==> src/rtl/core/sts_pkg.sv <==
`timescale 1ns / 1ps

package sts_pkg;

   localparam int STS_MAX_STATEMENT = 4096;
   localparam int STS_KEYWORD_CHARS = 7;
   localparam int STS_KEYWORDS      = 10;
   localparam int STS_MAX_RECS      = 3;

   typedef enum logic [1:0] {
      MODE_IDLE,
      MODE_WORD,
      MODE_NUM,
      MODE_STR
   } scan_mode_type;

   localparam logic [4:0] KIND_ERROR  = 5'd0;
   localparam logic [4:0] KIND_IDENT  = 5'd10;
   localparam logic [4:0] KIND_NUMBER = 5'd11;
   localparam logic [4:0] KIND_STRING = 5'd12;
   localparam logic [4:0] KIND_COMMA  = 5'd13;
   localparam logic [4:0] KIND_SEMI   = 5'd14;
   localparam logic [4:0] KIND_LPAREN = 5'd15;
   localparam logic [4:0] KIND_RPAREN = 5'd16;
   localparam logic [4:0] KIND_STAR   = 5'd17;
   localparam logic [4:0] KIND_EQUAL  = 5'd18;
   localparam logic [4:0] KIND_END    = 5'd19;

   localparam logic [1:0] STAT_OK      = 2'd0;
   localparam logic [1:0] STAT_INVALID = 2'd1;
   localparam logic [1:0] STAT_UNTERM  = 2'd2;

   typedef struct packed {
      logic [7:0] char_code;
      logic       last_char;
   } req_type;

   typedef struct packed {
      logic [4:0]  token_kind;
      logic [11:0] token_start;
      logic [12:0] token_length;
      logic [1:0]  status;
      logic        last_of_run;
   } rsp_type;

   // keyword text, first character in the low byte
   localparam logic [63:0] KW_TEXT [STS_KEYWORDS] = '{
      64'h0000_5443_454C_4553,   // SELECT
      64'h0000_5452_4553_4E49,   // INSERT
      64'h0000_4554_4145_5243,   // CREATE
      64'h0000_0045_4C42_4154,   // TABLE
      64'h0000_0000_4F54_4E49,   // INTO
      64'h0000_0000_4D4F_5246,   // FROM
      64'h0000_0045_5245_4857,   // WHERE
      64'h0000_5345_554C_4156,   // VALUES
      64'h0000_0000_0054_4E49,   // INT
      64'h0052_4148_4352_4156    // VARCHAR
   };

   localparam logic [3:0] KW_LEN [STS_KEYWORDS] = '{
      4'd6, 4'd6, 4'd6, 4'd5, 4'd4, 4'd4, 4'd5, 4'd6, 4'd3, 4'd7
   };

   function automatic logic is_alpha(logic [7:0] c);
      return (c >= "A" && c <= "Z") || (c >= "a" && c <= "z");
   endfunction

   function automatic logic is_digit(logic [7:0] c);
      return c >= "0" && c <= "9";
   endfunction

   function automatic logic is_space(logic [7:0] c);
      return c == " " || (c >= 8'd9 && c <= 8'd13);
   endfunction

   function automatic logic is_word(logic [7:0] c);
      return is_alpha(c) || is_digit(c) || c == "_";
   endfunction

   function automatic logic [7:0] to_upper(logic [7:0] c);
      return (c >= "a" && c <= "z") ? c - 8'd32 : c;
   endfunction

   function automatic logic [4:0] sym_kind(logic [7:0] c);
      logic [4:0] k;
      case (c)
         ",":     k = KIND_COMMA;
         ";":     k = KIND_SEMI;
         "(":     k = KIND_LPAREN;
         ")":     k = KIND_RPAREN;
         "*":     k = KIND_STAR;
         "=":     k = KIND_EQUAL;
         default: k = KIND_ERROR;
      endcase
      return k;
   endfunction

   function automatic logic [4:0] kw_kind(logic [63:0] w, logic [3:0] n, logic over);
      logic [4:0] k;
      k = KIND_IDENT;
      if (!over) begin
         for (int i = 0; i < STS_KEYWORDS; i++) begin
            if (KW_LEN[i] == n && KW_TEXT[i] == w) begin
               k = 5'(i);
            end
         end
      end
      return k;
   endfunction

endpackage

==> src/rtl/core/sql_token_scanner_unit.sv <==
`timescale 1ns / 1ps
// channel   ports                           word
// -------   -----------------------------   ----------------------------------
// input     req_valid req_ready req_word    char_code, last_char
// result    rsp_valid rsp_ready rsp_word    token_kind, token_start,
//                                           token_length, status, last_of_run
//
// One byte per cycle when each byte yields at most one record and rsp_ready
// is held high; a byte that yields k records (k up to 3) holds the result
// port until all k are taken. Path: input register, then the record buffer.
// Synchronous active-high reset empties both registers and clears scan state.
// A stalled result side stops the input only once the input register is full.

module sql_token_scanner_unit
   import sts_pkg::*;
#(
   parameter int MAX_STATEMENT = STS_MAX_STATEMENT,
   parameter int KEYWORD_CHARS = STS_KEYWORD_CHARS
) (
   input  logic    clock,
   input  logic    reset,
   input  logic    req_valid,
   output logic    req_ready,
   input  req_type req_word,
   output logic    rsp_valid,
   input  logic    rsp_ready,
   output rsp_type rsp_word
);

   localparam int PW        = $clog2(MAX_STATEMENT + 1);
   localparam int WW        = 8 * KEYWORD_CHARS;
   localparam int START_LIM = (MAX_STATEMENT - 1 < 4095) ? MAX_STATEMENT - 1 : 4095;
   localparam int LEN_LIM   = 8191;
   localparam logic [PW-1:0] POS_MAX = PW'(MAX_STATEMENT);

   function automatic logic [PW-1:0] sat_inc(logic [PW-1:0] v);
      return (v == POS_MAX) ? v : v + PW'(1);
   endfunction

   function automatic logic [11:0] sat_start(logic [PW-1:0] v);
      logic [31:0] w;
      w = 32'(v);
      return (w > 32'(START_LIM)) ? 12'(START_LIM) : w[11:0];
   endfunction

   function automatic logic [12:0] sat_len(logic [PW-1:0] v);
      logic [31:0] w;
      w = 32'(v);
      return (w > 32'(LEN_LIM)) ? 13'(LEN_LIM) : w[12:0];
   endfunction

   function automatic rsp_type mk_rec(logic [4:0] k, logic [11:0] s, logic [12:0] l,
                                      logic [1:0] st);
      rsp_type r;
      r.token_kind   = k;
      r.token_start  = s;
      r.token_length = l;
      r.status       = st;
      r.last_of_run  = 1'b0;
      return r;
   endfunction

   logic          in_valid_ff, in_valid_in;
   req_type       in_ff, in_in;

   scan_mode_type mode_ff, mode_in, mode_s;
   logic [PW-1:0] pos_ff, pos_in, pos_inc;
   logic [PW-1:0] begin_ff, begin_in, begin_s;
   logic [PW-1:0] count_ff, count_in, count_s;
   logic [WW-1:0] win_ff, win_in, win_s;
   logic          err_ff, err_in, err_s;

   rsp_type       rb_ff [STS_MAX_RECS];
   rsp_type       rb_in [STS_MAX_RECS];
   logic [1:0]    rb_cnt_ff, rb_cnt_in;

   rsp_type       recs [STS_MAX_RECS];
   logic [1:0]    nrec;

   logic [7:0]    c;
   logic          ext, starts_tok, rb_done, move, pop;

   assign c          = in_ff.char_code;
   assign ext        = (mode_ff == MODE_WORD && is_word(c)) ||
                       (mode_ff == MODE_NUM && is_digit(c));
   assign starts_tok = is_alpha(c) || c == "_" || is_digit(c) || c == "'";
   assign pos_inc    = sat_inc(pos_ff);

   assign rsp_valid = rb_cnt_ff != 2'd0;
   assign rsp_word  = rb_ff[0];
   assign pop       = rsp_valid && rsp_ready;
   assign rb_done   = !rsp_valid || (rsp_ready && rb_cnt_ff == 2'd1);
   assign move      = in_valid_ff && rb_done;
   assign req_ready = !in_valid_ff || move;

   // scan state after this byte, before end-of-statement clearing
   always_comb begin
      mode_s  = mode_ff;
      begin_s = begin_ff;
      count_s = count_ff;
      win_s   = win_ff;
      err_s   = err_ff;
      if (!err_ff) begin
         if (mode_ff == MODE_STR) begin
            if (c == "'") begin
               mode_s = MODE_IDLE;
            end else begin
               count_s = sat_inc(count_ff);
            end
         end else if (ext) begin
            if (mode_ff == MODE_WORD) begin
               for (int i = 0; i < KEYWORD_CHARS; i++) begin
                  if (count_ff == PW'(i)) begin
                     win_s[8*i +: 8] = to_upper(c);
                  end
               end
            end
            count_s = sat_inc(count_ff);
         end else begin
            mode_s = MODE_IDLE;
            if (is_alpha(c) || c == "_") begin
               mode_s  = MODE_WORD;
               begin_s = pos_ff;
               count_s = PW'(1);
               win_s   = WW'(to_upper(c));
            end else if (is_digit(c)) begin
               mode_s  = MODE_NUM;
               begin_s = pos_ff;
               count_s = PW'(1);
            end else if (c == "'") begin
               mode_s  = MODE_STR;
               begin_s = pos_inc;
               count_s = '0;
            end else if (!is_space(c) && sym_kind(c) == KIND_ERROR) begin
               err_s = 1'b1;
            end
         end
      end
   end

   always_comb begin
      if (in_ff.last_char) begin
         mode_in  = MODE_IDLE;
         pos_in   = '0;
         begin_in = '0;
         count_in = '0;
         win_in   = '0;
         err_in   = 1'b0;
      end else begin
         mode_in  = mode_s;
         pos_in   = pos_inc;
         begin_in = begin_s;
         count_in = count_s;
         win_in   = win_s;
         err_in   = err_s;
      end
   end

   // records for this byte, in order
   always_comb begin
      recs = '{default: '0};
      nrec = 2'd0;
      if (!err_ff) begin
         if (mode_ff == MODE_STR) begin
            if (c == "'") begin
               recs[nrec] = mk_rec(KIND_STRING, sat_start(begin_ff), sat_len(count_ff),
                                   STAT_OK);
               nrec = nrec + 2'd1;
            end
         end else if (!ext) begin
            if (mode_ff == MODE_WORD) begin
               recs[nrec] = mk_rec(kw_kind(64'(win_ff), count_ff[3:0],
                                           count_ff > PW'(KEYWORD_CHARS)),
                                   sat_start(begin_ff), sat_len(count_ff), STAT_OK);
               nrec = nrec + 2'd1;
            end else if (mode_ff == MODE_NUM) begin
               recs[nrec] = mk_rec(KIND_NUMBER, sat_start(begin_ff), sat_len(count_ff),
                                   STAT_OK);
               nrec = nrec + 2'd1;
            end
            if (!is_space(c) && !starts_tok) begin
               if (sym_kind(c) != KIND_ERROR) begin
                  recs[nrec] = mk_rec(sym_kind(c), sat_start(pos_ff), 13'd1, STAT_OK);
               end else begin
                  recs[nrec] = mk_rec(KIND_ERROR, sat_start(pos_ff), 13'd0, STAT_INVALID);
               end
               nrec = nrec + 2'd1;
            end
         end
      end
      if (in_ff.last_char) begin
         if (!err_s) begin
            if (mode_s == MODE_STR) begin
               recs[nrec] = mk_rec(KIND_ERROR, sat_start(begin_s), sat_len(count_s),
                                   STAT_UNTERM);
               nrec = nrec + 2'd1;
            end else if (mode_s == MODE_WORD) begin
               recs[nrec] = mk_rec(kw_kind(64'(win_s), count_s[3:0],
                                           count_s > PW'(KEYWORD_CHARS)),
                                   sat_start(begin_s), sat_len(count_s), STAT_OK);
               nrec = nrec + 2'd1;
            end else if (mode_s == MODE_NUM) begin
               recs[nrec] = mk_rec(KIND_NUMBER, sat_start(begin_s), sat_len(count_s),
                                   STAT_OK);
               nrec = nrec + 2'd1;
            end
         end
         recs[nrec] = mk_rec(KIND_END, sat_start(pos_inc), 13'd0, STAT_OK);
         nrec = nrec + 2'd1;
      end
      if (nrec != 2'd0) begin
         recs[nrec - 2'd1].last_of_run = 1'b1;
      end
   end

   always_comb begin
      in_valid_in = in_valid_ff;
      in_in       = in_ff;
      if (req_valid && req_ready) begin
         in_valid_in = 1'b1;
         in_in       = req_word;
      end else if (move) begin
         in_valid_in = 1'b0;
      end
   end

   always_comb begin
      rb_in     = rb_ff;
      rb_cnt_in = rb_cnt_ff;
      if (move) begin
         rb_in     = recs;
         rb_cnt_in = nrec;
      end else if (pop) begin
         rb_in[0]  = rb_ff[1];
         rb_in[1]  = rb_ff[2];
         rb_cnt_in = rb_cnt_ff - 2'd1;
      end
   end

   always_ff @(posedge clock) begin
      if (reset) begin
         in_valid_ff <= 1'b0;
         rb_cnt_ff   <= 2'd0;
         mode_ff     <= MODE_IDLE;
         pos_ff      <= '0;
         begin_ff    <= '0;
         count_ff    <= '0;
         win_ff      <= '0;
         err_ff      <= 1'b0;
      end else begin
         in_valid_ff <= in_valid_in;
         rb_cnt_ff   <= rb_cnt_in;
         if (move) begin
            mode_ff  <= mode_in;
            pos_ff   <= pos_in;
            begin_ff <= begin_in;
            count_ff <= count_in;
            win_ff   <= win_in;
            err_ff   <= err_in;
         end
      end
   end

   always_ff @(posedge clock) begin
      in_ff <= in_in;
      rb_ff <= rb_in;
   end

endmodule

==> config.mk <==
export PLATFORM = sky130hd
export DESIGN_NAME = sql_token_scanner_unit
export DESIGN_NICKNAME = d
export VERILOG_FILES = /design/src/rtl/core/sts_pkg.sv /design/src/rtl/core/sql_token_scanner_unit.sv
export SDC_FILE = /design/constraint.sdc
export NUM_CORES = 1
export LEC_CHECK = 0
export ABC_AREA = 0
export BUFFER_PORTS_ARGS = -buffer_cell sky130_fd_sc_hd__buf_2
export CAP_MARGIN = 25
export CORE_MARGIN = 10
export CORE_UTILIZATION = 45
export DETAILED_ROUTE_END_ITERATION = 6
export GPL_ROUTABILITY_DRIVEN = 1
export PLACE_DENSITY = 0.65
export RECOVER_POWER = 100
export SLEW_MARGIN = 20
export SYNTH_ARGS = -nofsm -noshare
export SYNTH_HDL_FRONTEND = slang
export SYNTH_SLANG_ARGS = --single-unit
==> constraint.sdc <==
create_clock -name clock -period 7.7 [get_ports clock]
set_input_delay 0.77 -clock clock [delete_from_list [all_inputs] [get_ports clock]]
set_output_delay 0.77 -clock clock [all_outputs]
set_load 0.02 [all_outputs]
# Yosys cells after proc, flatten, opt, wreduce, memory -nomap -nowiden
# Cells that the tools add are included.
# W data, S select, Z words.
# totals
ff_bits	209
in_bits	13
output_inout_bits	35
word_cells	320
# op_classes
n_addsub	8
magnitude_cmp	22
n_eq_ne	54
mux	150
bitwise_logic	4
reduce_logical	57
# ops
operator	count
$mux W99	11
$bwmux W99	7
$eq A47 B56 Y1 const A	8
$mux W56	6
$demux W33 S2	4
$mux W33	8
$mux W13	18
$eq A31 B56 Y1 const A	4
$eq A39 B56 Y1 const A	4
$mux W66	3
$mux W5	39
$eq A23 B56 Y1 const A	2
$eq A55 B56 Y1 const A	2
$eq A8 B6 Y1 const B	8
$mux W32	2
$mux W8	8
$gt A13 B12 Y1 const B	4
$mux W12	4
$mux W2	23
$eq A13 B3 Y1 const B	3
$logic_and A1 B1 Y1	36
$eq A3 B4 Y1 const A	8
$pmux W5 S6	1
$add A13 B1 Y13 const B	2
other kinds (28)	80

# Logic depth before layout (Yosys ltp)
# Gate-level depths: netlist of run 1.
# logic_depth
ltp_word	37
depth_mapped	22
depth_no_buf	20

# Worst setup path after synthesis of run 1
# No wires, ideal clock.
# synth_path
kind	reg2reg
start	reg in_ff (netlist bit c[3])
end	reg rb_ff (netlist bit rsp_word[27]) (data pin)
setup_time_ns	0.261
arrival_ns	4.324
t_required_ns	7.439
setup_slack_ns	3.116
path_stages_with_launch	21
n_path_buf	4
synth_period_minus_slack_ns	4.584
path_cell_list	edfxtp_1 buf_6 nor4_4 a221oi_2 a22o_1 buf_6 nor4_1 ha_1 a21oi_1 nor2_1 inv_1 ha_1 nand2_1 o21a_1 ha_1 clkbuf_1 inv_1 clkbuf_1 o22ai_1 a221oi_1 nor2_1
# synth_rtl
element	line_no	text
start, declared	sql_token_scanner_unit.sv:64	req_type in_ff, in_in;
start signal, assigned	sql_token_scanner_unit.sv:265	in_ff <= in_in;
end signal, assigned	sql_token_scanner_unit.sv:266	rb_ff <= rb_in;
end, declared	sql_token_scanner_unit.sv:73	rsp_type rb_ff [STS_MAX_RECS];

==> results of run 1 <==
## placed cells by master, fill, tap and decap left out, drive strengths merged, types with 9 or more instances in the layout
cell type  synthesis  routed
a211oi            17      17
a21oi            119     119
a221oi            18      18
a22o              20      20
a22oi             83      83
a31oi             32      32
a32oi             14      14
and2              24      24
and3              22      22
and4               9       9
buf               62      33
clkbuf           121      85
dfxtp            101     101
edfxtp           107     107
ha                22      22
inv               42      41
nand2            146     146
nand2b            15      15
nand3             74      74
nand4             34      34
nor2             316     316
nor2b             16      16
nor3              61      61
nor4              35      35
nor4b             16      16
o21a              10      10
o21ai            131     131
o22ai             64      64
or2               11      11
or3               18      18
or4               24      24
xnor2             17      17
## per-stage QoR
step / utilization / power (W)
after floorplan: - / 0.00221
after global placement: 0.461 / 0.00248
after detailed placement: 0.461 / 0.00249
after CTS: 0.484 / 0.00363
after global routing: 0.481 / 0.00378
final: 0.481 / 0.00362
## Yosys cell counts (8+ instances only)
cell,count,area (µm²)
a211oi_1,12,90.1
a21oi_1,117,586
a221oi_1,17,149
a22o_1,20,175
a22oi_1,79,593
a31oi_1,30,188
a32oi_1,14,123
and2_1,22,138
and3_1,22,138
and4_1,8,70.1
buf_2,13,65.1
buf_4,35,263
clkbuf_1,121,454
dfxtp_1,101,2020
edfxtp_1,107,3210
ha_1,22,275
inv_1,41,154
nand2_1,144,541
nand2b_1,14,87.6
nand3_1,74,370
nand4_1,33,206
nor2_1,314,1180
nor2b_1,16,100
nor3_1,56,280
nor4_1,31,194
nor4b_1,15,131
o21a_1,10,75.1
o21ai_0,119,596
o21ai_1,10,50.1
o22ai_1,64,400
or2_2,11,68.8
or3_1,18,113
or4_1,20,150
xnor2_1,17,149
## final timing paths
kind	startpoint	endpoint	slack, ns	cells past startpoint
max	c[5]$_DFFE_PP_	rsp_word[31]$_DFFE_PP_	0.96	16
min	req_word[0]	in_ff[0]$_DFFE_PP_	0.41	1
max reg2reg	c[5]$_DFFE_PP_	rsp_word[31]$_DFFE_PP_	0.96	16
min reg2reg	win_ff[55]$_SDFFE_PP0P_	win_ff[55]$_SDFFE_PP0P_	0.48	2
## sequential cells by signal (all words and copies together) (netlist names)
register / count
c: 8
mode_ff: 2
rb_cnt_ff: 2
rsp_word: 33
count_ff: 13
begin_ff: 13
in_ff: 1
in_valid_ff: 1
rb_ff: 65
err_ff: 1
win_ff: 56
pos_ff: 13
## cells by family (layout without fill, tap and decap cells)
logic type                 Yosys count  after routing
xor gates and xnor gates            19             19
muxes                                7              7
adders and majority gates           22             22
buffers and inverters              226            169
and+or+nand+nor                    862            862
AOI/OAI and AO/OA                  593            593
other                                0              2
DFF                                208            208
## power groups by stage
stage	Combinational [W]	Sequential, W	Clock, W
final	0.00104	0.00144	0.00115
after detailed placement	0.00104	0.00145	0
after CTS	0.00104	0.00143	0.00116
after global routing	0.00112	0.00145	0.00121
after global placement	0.00103	0.00144	0
after floorplan	0.000794	0.00141	0
## routing by layer
metal | track usage | part of all wire
met1 | 0.367 | 0.41
met2 | 0.443 | 0.45
met3 | 0.0483 | 0.095
met4 | 0.118 | 0.048
met5 | 0 | 0
## area by class of cell
type | count | area, µm²
fillers | 3319 | 17400
multi-input cells | 1503 | 8940
flip-flops and latches | 208 | 5240
clock buffers | 37 | 704
well taps | 448 | 561
repair buffers | 81 | 414
inverters | 43 | 161
clock inverters | 8 | 73.8
diodes | 2 | 5.00
## critical path: cells and delay by family (launching register included)
family	cells	cell delay, ns
fa+ha+maj	1	0.23
compound gates	6	2.50
simple gates	7	2.31
buf+inv	2	0.88
flops	1	0.57
==> run metrics, run 1 <==
outcome finished with violations; failing checks max-capacitance violations, max-slew violations; number of global-route vias before repair 14600; final setup fails 0; sequential share of power 0.397; CTS Buf Count 25; post-route cell area 16100 µm²; mux share of post-synthesis cell area 0.00484; Worst-Margin Slew 3.64 ns; HP Class in -> reg; Top FF cell, synth edfxtp_1; total core area 33400 µm²; Layout Nets 1897; RSZ-0062 raised after global routing no; average cell area after synthesis 7.87 µm²; worst path arrival time 7.03 ns; fmax 0.148 GHz; first-pass GRT wire length 91900 µm; drt first-iter violations 2033; number of flops mapped to enable cells by yosys 107; xor and xnor area share after synthesis 0.0109; Top Ports 48; Final min period 6.74 ns; switch share 0.365; Sw Pwr 0.00132 W; clk root buf clkbuf_16; WP data required 7.99 ns; Mapped Cells 1937; crit path launch type flop; Setup CP Type reg -> reg; clock transition at the registers of the reported paths 0.06 ns; Die Height 204 µm; CP Cell Sequence ha_1, or3b_1, a221oi_1, a22o_1, clkbuf_1, nor2_1, nor2_1, clkbuf_1, a311oi_1, nor4b_1, nand3_1, nor4_1, or3b_1, a31oi_1, o211ai_1, a32o_1; Max FO, Critical Path 15; post_cts resized 0; dpl cells 2281; largest net degree at the start of global routing 69; Min Hold Slack 0.412 ns; Place WS 1.72 ns; vias 15900; Worst Slack Setup Final 0.960 ns; Int Pwr 0.00230 W; #FFs+latches synth 208; Post-CTS Setup Bufs 0; floorplan row count 67; Clock Skew 0.0154 ns; P_leak 5.11 nW; Synthesis Warnings 0; placed cell area 15400 µm²; post-synthesis simple-gate area fraction 0.290; gpl congestion 1.09; CP Capture Type flop; mapped cell area 15200 µm²; Adder-Cell Fraction of Synth Area 0.0181; Clk Latency, worst-skew pair 0.55 ns; Fin Setup TNS 0 ns; First-pass DRT Iterations 6; endpoints failing hold 0; WL/cell 25.9 µm; share of layout cells above drive strength 1 0.0713; Die W 204 µm; CTS tree built; GRT Util Overall 0.279; antenna-violating nets left 0; I/O Buffers 47; routed vias/inst 6.82; syn nets 1972; Remaining Overflow, GRT 0; slowest cell on the critical path a22o_1; Gate power share 0.286; Synth Area in Compound Gates 0.264; post-DP HPWL 43500 µm; clock power share 0.317; VDD IR max 0.000191 V; initial core utilization 0.456; initial antenna violation count 0; sequential element share of the synthesized area 0.344; Finished Layout Cells 2330; synth unique cells 103; slowest stage delay, CP 0.77 ns; H-tree levels 1; fin crit share 0.875; Die ar. 41600 µm²; Clock Sinks 208; Final Max Tran Viols 268; area growth from synthesis to layout 5.61%; max_cap viols 5; final WL 60200 µm; Clock Tree Buf Depth 3; Power Density 225 nW/µm²; Slew headroom -1.43; main combinational cell family by area after synthesis simple AND/OR/NAND/NOR gates; hold buffers post-CTS 0; Synth async-reset ratio 0; Residual DRC 0
Power figures use the tool's default switching activity.
==> run 2, diff against run 1 <==
--- a/config.mk
+++ b/config.mk
@@ -6,13 +6,13 @@
 export NUM_CORES = 1
 export LEC_CHECK = 0
 export ABC_AREA = 0
-export BUFFER_PORTS_ARGS = -buffer_cell sky130_fd_sc_hd__buf_2
 export CAP_MARGIN = 25
 export CORE_MARGIN = 10
 export CORE_UTILIZATION = 45
 export DETAILED_ROUTE_END_ITERATION = 6
+export DONT_BUFFER_PORTS = 1
 export GPL_ROUTABILITY_DRIVEN = 1
-export PLACE_DENSITY = 0.65
+export PLACE_DENSITY = 0.64
 export RECOVER_POWER = 100
 export SLEW_MARGIN = 20
 export SYNTH_ARGS = -nofsm -noshare
==> run 2 against run 1 <==
Against the previous run: the run still ends with max-capacitance violations, max-slew violations left; total power hardly changed; sequential power is 5% higher; clock-buffer cell count is 1 lower; core utilization is 0.50 points lower; register-to-register slack worse by 0.31 ns; sequential cell count stayed put; via count is 0.91% lower; hold slack worse by 0.12 ns; largest power group unchanged.
==> run metrics, run 2 (synthesis results as in run 1) <==
outcome finished with violations; failing checks max-capacitance violations, max-slew violations; clock transition at the registers of the reported paths 0.06 ns; Setup CP Type reg -> reg; Clk Latency, worst-skew pair 0.56 ns; Fin Setup TNS 0 ns; largest net degree at the start of global routing 102; Layout Nets 1854; number of global-route vias before repair 14400; Final Max Tran Viols 146; final setup fails 0; Clock Sinks 208; routed vias/inst 6.89; post-route cell area 15900 µm²; endpoints failing hold 0; CTS tree built; Max FO, Critical Path 17; antenna diode count 0; Worst-Margin Slew 3.60 ns; gpl congestion 1.04; r2r setup slk 0.65 ns; slowest cell on the critical path nor2_1; Top reg by flops rb_ff; max_cap viols 4; Design Power 0.00362 W; area growth from synthesis to layout 4.51%; floorplan row count 67; First-pass DRT Iterations 6; placed cell area 15200 µm²; share of layout cells above drive strength 1 0.0664; VDD IR max 0.000165 V; initial core utilization 0.456; CP Cell Sequence nor3b_1, a32oi_1, nor2_1, o221ai_1, a22oi_1, nor4bb_1, nand3_1, or3_1, or3_1, a21o_1, a31oi_1, o211ai_1, a32o_1; Top Ports 48; worst path arrival time 7.36 ns; Die Height 204 µm; crit path launch type flop; WP data required 8.01 ns; Place WS 1.51 ns; Die W 204 µm; Slew headroom -1.40; HP Class in -> reg; drt first-iter violations 1955; I/O Buffers 0; Residual DRC 0; Post-CTS Setup Bufs 0; Clock Skew 0.0234 ns; fillers 3319; Remaining Overflow, GRT 0; first-pass GRT wire length 92300 µm; WL/cell 27.0 µm; clk root buf clkbuf_16; most frequent cells in the layout 313 x nor2_1, 144 x nand2_1, 122 x o21ai_0, 117 x a21oi_1, 107 x edfxtp_1; antenna-violating nets left 0; final WL 61700 µm; most common cell after layout, fill and taps aside nor2_1; vias 15700; slowest stage delay, CP 1.25 ns; hold buffers post-CTS 0; fin crit share 0.915; post_cts resized 0; P_leak 5.07 nW; Min Hold Slack 0.288 ns; initial antenna violation count 1; CP Capture Type flop; Power Density 227 nW/µm²; RSZ-0062 raised after global routing no; Worst Slack Setup Final 0.653 ns; Clock Tree Buf Depth 3; Crit path top cell by count or3_1; post-DP HPWL 44600 µm; H-tree levels 1; GRT Util Overall 0.282; CTS Buf Count 25; fmax 0.142 GHz; Die ar. 41600 µm²; total core area 33400 µm²; max reg flops 65; Final min period 7.05 ns
[run 2: area by class of cell]
type                       count  area, µm²  share of cell area
clock inverter                10       95.1             0.00597
clock buffer                  36        727              0.0457
tap                          448        561              0.0352
sequential                   208       5240               0.329
timing repair buffer          38        251              0.0158
multi-input combinational   1503       8890               0.558
inverter                      43        161              0.0101
[run 2: final timing paths]
path / startpoint / end / cells after the start
worst max-delay path: c[5]$_DFFE_PP_ / rsp_word[31]$_DFFE_PP_ / 13
worst min-delay path: reset / pos_ff[7]$_SDFFE_PP0P_ / 1
worst max register to register: c[5]$_DFFE_PP_ / rsp_word[31]$_DFFE_PP_ / 13
worst min register to register: win_ff[45]$_SDFFE_PP0P_ / win_ff[45]$_SDFFE_PP0P_ / 2
[run 2: metal layers]
metal	wire length, µm	share of wire	GRT usage	vias to the layer above
met1	25300	0.41	0.368	7515
met4	2890	0.047	0.112	0
met5	0	0	0	-
li1	-	-	-	7044
met2	28200	0.46	0.463	1006
met3	5400	0.087	0.0398	180
[run 2: worst max-delay path, delay by kind of cell (launching register included)]
kind | cells | cell delay [ns]
flip-flops | 1 | 0.58
AO/OA/AOI/OAI | 7 | 2.94
AND/OR/NAND/NOR | 6 | 3.27
[run 2: power breakdown]
| group | switching [W] | internal, W | total, W |
|---|---|---|---|
| Clock | 0.000500 | 0.000692 | 0.00119 |
| Combinational | 0.000673 | 0.000239 | 0.000912 |
| Sequential | 0.000147 | 0.00136 | 0.00151 |
[run 2: stage by stage]
| stage | util | cells |
|---|---|---|
| after floorplan | - | 1937 |
| after global placement | 0.455 | 2239 |
| after detailed placement | 0.455 | 2240 |
| after CTS | 0.480 | 2286 |
| after global routing | 0.476 | 2286 |
| final | 0.476 | 2286 |
